--- src/rtl/core/tse_pkg.sv ---
// ----------------------------------------------------------------------------
// tse_pkg: shared types and constants for the table scan engine
// Memory geometry, form byte fields, status codes and the command/status
// bundles between the controller and the datapath.
// ----------------------------------------------------------------------------
package tse_pkg;

   // story memory geometry
   localparam int MEM_BYTES = 65536;
   localparam int MEM_AW    = $clog2(MEM_BYTES);

   // scan address accumulator: a memory address plus a carry bit for overrun
   localparam int SCAN_AW = 17;
   localparam logic [SCAN_AW-1:0] MEM_LIMIT = SCAN_AW'(MEM_BYTES);

   // form byte fields
   localparam logic [7:0] FORM_DEFAULT = 8'h82;
   localparam logic [7:0] FORM_WORDS   = 8'h80;
   localparam logic [7:0] FORM_STRIDE  = 8'h7f;

   // oldest machine version that supports scans
   localparam logic [3:0] MIN_VERSION   = 4'd4;
   localparam logic [3:0] VERSION_RESET = 4'd5;

   // configuration register indexes
   typedef enum logic [0:0] {
      CSR_STORY_BYTES   = 1'b0,
      CSR_STORY_VERSION = 1'b1
   } csr_index_type;

   // request function codes
   typedef enum logic [0:0] {
      FUNC_WRITE = 1'b0,
      FUNC_SCAN  = 1'b1
   } func_type;

   // result status codes
   typedef enum logic [1:0] {
      ST_OK      = 2'd0,
      ST_STRIDE  = 2'd1,
      ST_RANGE   = 2'd2,
      ST_VERSION = 2'd3
   } status_type;

   // kind of result the controller asks for
   typedef enum logic [2:0] {
      RK_ACK,
      RK_VERSION,
      RK_STRIDE,
      RK_RANGE,
      RK_HIT,
      RK_MISS
   } rsp_kind_type;

   // controller to datapath
   typedef struct packed {
      logic         write;
      logic         load;
      logic         issue;
      logic         respond;
      rsp_kind_type kind;
   } ctl_type;

   // datapath to controller
   typedef struct packed {
      logic ver_old;
      logic stride_zero;
      logic remain_zero;
      logic tok_vld;
      logic tok_err;
      logic tok_hit;
   } sts_type;

endpackage

--- src/rtl/core/tse_control.sv ---
// ----------------------------------------------------------------------------
// tse_control: request sequencer for the table scan engine
// Accepts requests, runs the scan walk and picks the kind of each result.
// ----------------------------------------------------------------------------
module tse_control (
   input  logic              clock,
   input  logic              reset,
   input  logic              start,
   input  logic              req_func,
   input  tse_pkg::sts_type  sts,
   output tse_pkg::ctl_type  ctl,
   output logic              busy
);

   typedef enum logic [0:0] {
      S_IDLE,
      S_SCAN
   } state_type;

   state_type state_ff;
   state_type state_in;
   logic      busy_ff;

   // decode commands and next state
   always_comb begin
      state_in    = state_ff;
      ctl.write   = 1'b0;
      ctl.load    = 1'b0;
      ctl.issue   = 1'b0;
      ctl.respond = 1'b0;
      ctl.kind    = tse_pkg::RK_ACK;
      case (state_ff)
         S_IDLE: begin
            if (start) begin
               ctl.respond = 1'b1;
               if (req_func == tse_pkg::FUNC_WRITE) begin
                  ctl.write = 1'b1;
                  ctl.kind  = tse_pkg::RK_ACK;
               end else if (sts.ver_old) begin
                  ctl.kind = tse_pkg::RK_VERSION;
               end else if (sts.stride_zero) begin
                  ctl.kind = tse_pkg::RK_STRIDE;
               end else begin
                  ctl.respond = 1'b0;
                  ctl.load    = 1'b1;
                  state_in    = S_SCAN;
               end
            end
         end
         S_SCAN: begin
            // the entry in the compare stage is older than the next issue
            if (sts.tok_vld && sts.tok_err) begin
               ctl.respond = 1'b1;
               ctl.kind    = tse_pkg::RK_RANGE;
               state_in    = S_IDLE;
            end else if (sts.tok_vld && sts.tok_hit) begin
               ctl.respond = 1'b1;
               ctl.kind    = tse_pkg::RK_HIT;
               state_in    = S_IDLE;
            end else if (sts.remain_zero) begin
               ctl.respond = 1'b1;
               ctl.kind    = tse_pkg::RK_MISS;
               state_in    = S_IDLE;
            end else begin
               ctl.issue = 1'b1;
            end
         end
         default: begin
            state_in = S_IDLE;
         end
      endcase
   end

   // hold state and busy
   always_ff @(posedge clock) begin
      if (reset) begin
         state_ff <= S_IDLE;
         busy_ff  <= 1'b0;
      end else begin
         state_ff <= state_in;
         busy_ff  <= (state_in != S_IDLE);
      end
   end

   assign busy = busy_ff;

endmodule

--- config.mk ---
export PLATFORM = sky130hd
export DESIGN_NAME = tse_control
export DESIGN_NICKNAME = d
export VERILOG_FILES = /design/src/rtl/core/tse_pkg.sv /design/src/rtl/core/tse_control.sv
export SDC_FILE = /design/constraint.sdc
export NUM_CORES = 1
export LEC_CHECK = 0
export BUFFER_PORTS_ARGS = -buffer_cell sky130_fd_sc_hd__buf_4
export CORE_AREA = 5 5 42 44
export CTS_BUF_LIST = sky130_fd_sc_hd__clkbuf_4 sky130_fd_sc_hd__clkbuf_8
export DETAILED_ROUTE_END_ITERATION = 8
export DIE_AREA = 0 0 47 49
export GPL_TIMING_DRIVEN = 0
export PLACE_DENSITY = 0.47
export SLEW_MARGIN = 20
export SYNTH_ARGS = -nofsm -noshare
export SYNTH_HDL_FRONTEND = slang
export SYNTH_SLANG_ARGS = --single-unit
--- constraint.sdc ---
create_clock -name clock -period 1.4 [get_ports clock]
set_input_delay 0.42 -clock clock [delete_from_list [all_inputs] [get_ports clock]]
set_output_delay 0.42 -clock clock [all_outputs]
set_load 0.005 [all_outputs]
==> flow_summary_export.csv <==
group,metric,value,unit
timing,tightest_slew,0.225,ns
job,max_cap_viol_count,0,
detailed_routing,drt_iter0_markers,0,
global_route,grt_max_degree,11,
detailed_routing,wire_per_inst,11.2,µm
power_and_ir_drop,ir_drop,0.0000896,V
synth,yosysSeqAreaShare,11.3,%
timing,relSlewSlack,84.8,%
synth,synthDistinctLibCells,19,
global_route,antenna_found_initial,0,
power_and_ir_drop,power_switching,0.0000361,W
critical_path,arrival,1.28,ns
worst_hold_path,holdCritPathClass,"input pin to register",
timing,tns,-0.751,ns
global_route,grt_pass1_vias,229,
power_and_ir_drop,p_comb_share,76.8,%
floorplanning,rows,14,
synth,ys_async_sr_fraction,0,%
finish,num_antenna_cells,0,
timing,setup_viol,5,
placed_design,io_buffer_count,17,
detailed_routing,via_count,255,
finish,nets,58,
detailed_routing,viasPerCell,4.11,
power_and_ir_drop,p_clk_share,0,%
finish,fillerInstances,163,
outcome,status,"complete, but fails checks",
finish,drive_gt1_share,71.7,%
detailed_routing,ant_nets,0,
finish,largest_reg_flops,1,
synth,ys_ff_latch,1,
power_and_ir_drop,power.total,0.000130,W
power_and_ir_drop,cellPowerDensity,297,mW/mm²
global_route,grt-ovfl-total,0,
synth,syn_inst,23,
floorplanning,num_io_pins,18,
timing,fin_crit_sh,122,%
placed_design,routabilityCongestion,0.686,
power_and_ir_drop,p_sw_share,27.8,%
timing,hold_viol,0,
synth,synth_largest_area_cell,"dfxtp_1",
synth,syn-mean-instance-area,7.67,µm²
synth,ys.warnings.count,0,
timing,slew_viol_final,0,
critical_path,crit_type,"input pin to output pin",
clock_tree,clock_latency,0,ns
timing,fmax,587,MHz
critical_path,critPathRequiredTime,0.98,ns
timing,layout_setup_ws,-0.304,ns
critical_path,start_kind,"input pin",
synth,synth-edff-count,0,
synth,synthFlopType,"dfxtp_1",
synth,synthTopCellsByCount,"a31oi_1, inv_1, nand2_1, nor3b_1",
floorplanning,die_h,49,µm
critical_path,crit_path_max_fanout,2,
placed_design,dp_hpwl,511,µm
synth,syn-cell-area,176,µm²
detailed_routing,drc,0,
floorplanning,die_area,0.00230,mm²
detailed_routing,routed_wl,693,µm
global_route,grt_pass1_wl,959,µm
timing,fin_skew,0,ns
finish,syn2layout_area_growth,148,%
outcome,violations,"setup timing",
critical_path,cp-end-kind,"output pin",
floorplanning,coreArea,0.00140,mm²
timing,min_period,1.70,ns
synth,synth_top_area_share,11.3,%
power_and_ir_drop,intPower,0.0000938,W
synth,synth_nets,33,
floorplanning,start_util,12.6,%
power_and_ir_drop,p_leak,0.200,nW
detailed_routing,drt_pass1_iterations,1,
power_and_ir_drop,pwr-share-seq,23.2,%
synth,ys_top_cells_by_area,"dfxtp_1, o32ai_2, nor3b_1, a31oi_1, buf_6",
timing,rsz0062_at_grt,"true",
clock_tree,path_clk_slew,0,ns
global_route,track_usage,5.06,%
floorplanning,die_width,47,µm
worst max-delay path, stage by stage:
cell,delay [ns]
buf_6,0.09
or4b_4,0.51
o311a_1,0.12
buf_4,0.14
repair_timing:
action	CTS	global route
endpoints found under the setup margin	5	6
cloned	0	0
pin swaps	7	6
buffers inserted	3	3
hold buffers	0	0
gates resized for setup	10	6
final cells by class:
class / instances / area, µm² / area share [%]
multi-input combinational: 19 / 168 / 38.3
inverter: 2 / 7.51 / 1.71
sequential: 1 / 21.3 / 4.86
buffer: 1 / 11.3 / 2.57
tap: 16 / 20.0 / 4.57
timing repair buffer: 23 / 210 / 48.0
power by group through the flow:
stage,clock (W),sequential [W],combinational (W)
4_1_cts,0,0.0000302,0.0000859
6_report,0,0.0000302,0.0000997
3_3_place_gp,0,0.0000302,0.0000681
3_5_place_dp,0,0.0000302,0.0000680
2_1_floorplan,0,0.0000303,0.0000249
5_1_grt,0,0.0000303,0.000107
kinds of logic after synthesis:
family / count (synthesis) / synth area share [%]
AO/OA/AOI/OAI: 8 / 39.7
AND/OR/NAND/NOR: 11 / 38.3
buffers and inverters: 3 / 10.6
flip-flops: 1 / 11.3
metrics by stage:
step | hold WS, ns | std cells | util (%) | worst slack [ns] | cell area, µm²
after floorplan | 0.530 | 23 | - | -0.0664 | 178
after global placement | 0.637 | 56 | 23.2 | -0.342 | 325
after detailed placement | 0.636 | 56 | 23.2 | -0.321 | 325
after CTS | 0.635 | 59 | 27.9 | -0.308 | 392
after global routing | 0.649 | 62 | 31.3 | -0.324 | 438
final | 0.632 | 62 | 31.3 | -0.304 | 438
routing by layer:
layer	global-route usage [%]	wire (µm)	vias to the layer above
met3	0.738	76	0
met5	0	0	-
met2	8.14	314	12
met1	7.42	302	107
li1	-	-	136
met4	0	0	0
cell usage in the layout (no fill, tap or decap), drive strengths merged:
master  netlist  routed
or2           1       1
a21bo         1       1
or3b          1       1
buf           1      24
o21a          1       1
o32ai         1       1
nor3          1       1
dfxtp         1       1
or3           1       1
a21oi         1       1
nand2         2       2
nand3         1       1
or4b          1       1
o41ai         1       1
a31oi         2       2
inv           2       2
o311a         1       1
nor3b         2       2
nor2          1       1
path summary, 6_finish.rpt:
path | start | to | depth (start not counted) | slack (ns)
worst max-delay path | sts[4] | ctl[3] | 4 | -0.30
worst min-delay path | reset | busy | 2 | 0.63
worst min register to register | busy | busy | 3 | 0.70
worst max register to register | busy | busy | 4 | 0.19
Power figures use the tool's default switching activity.
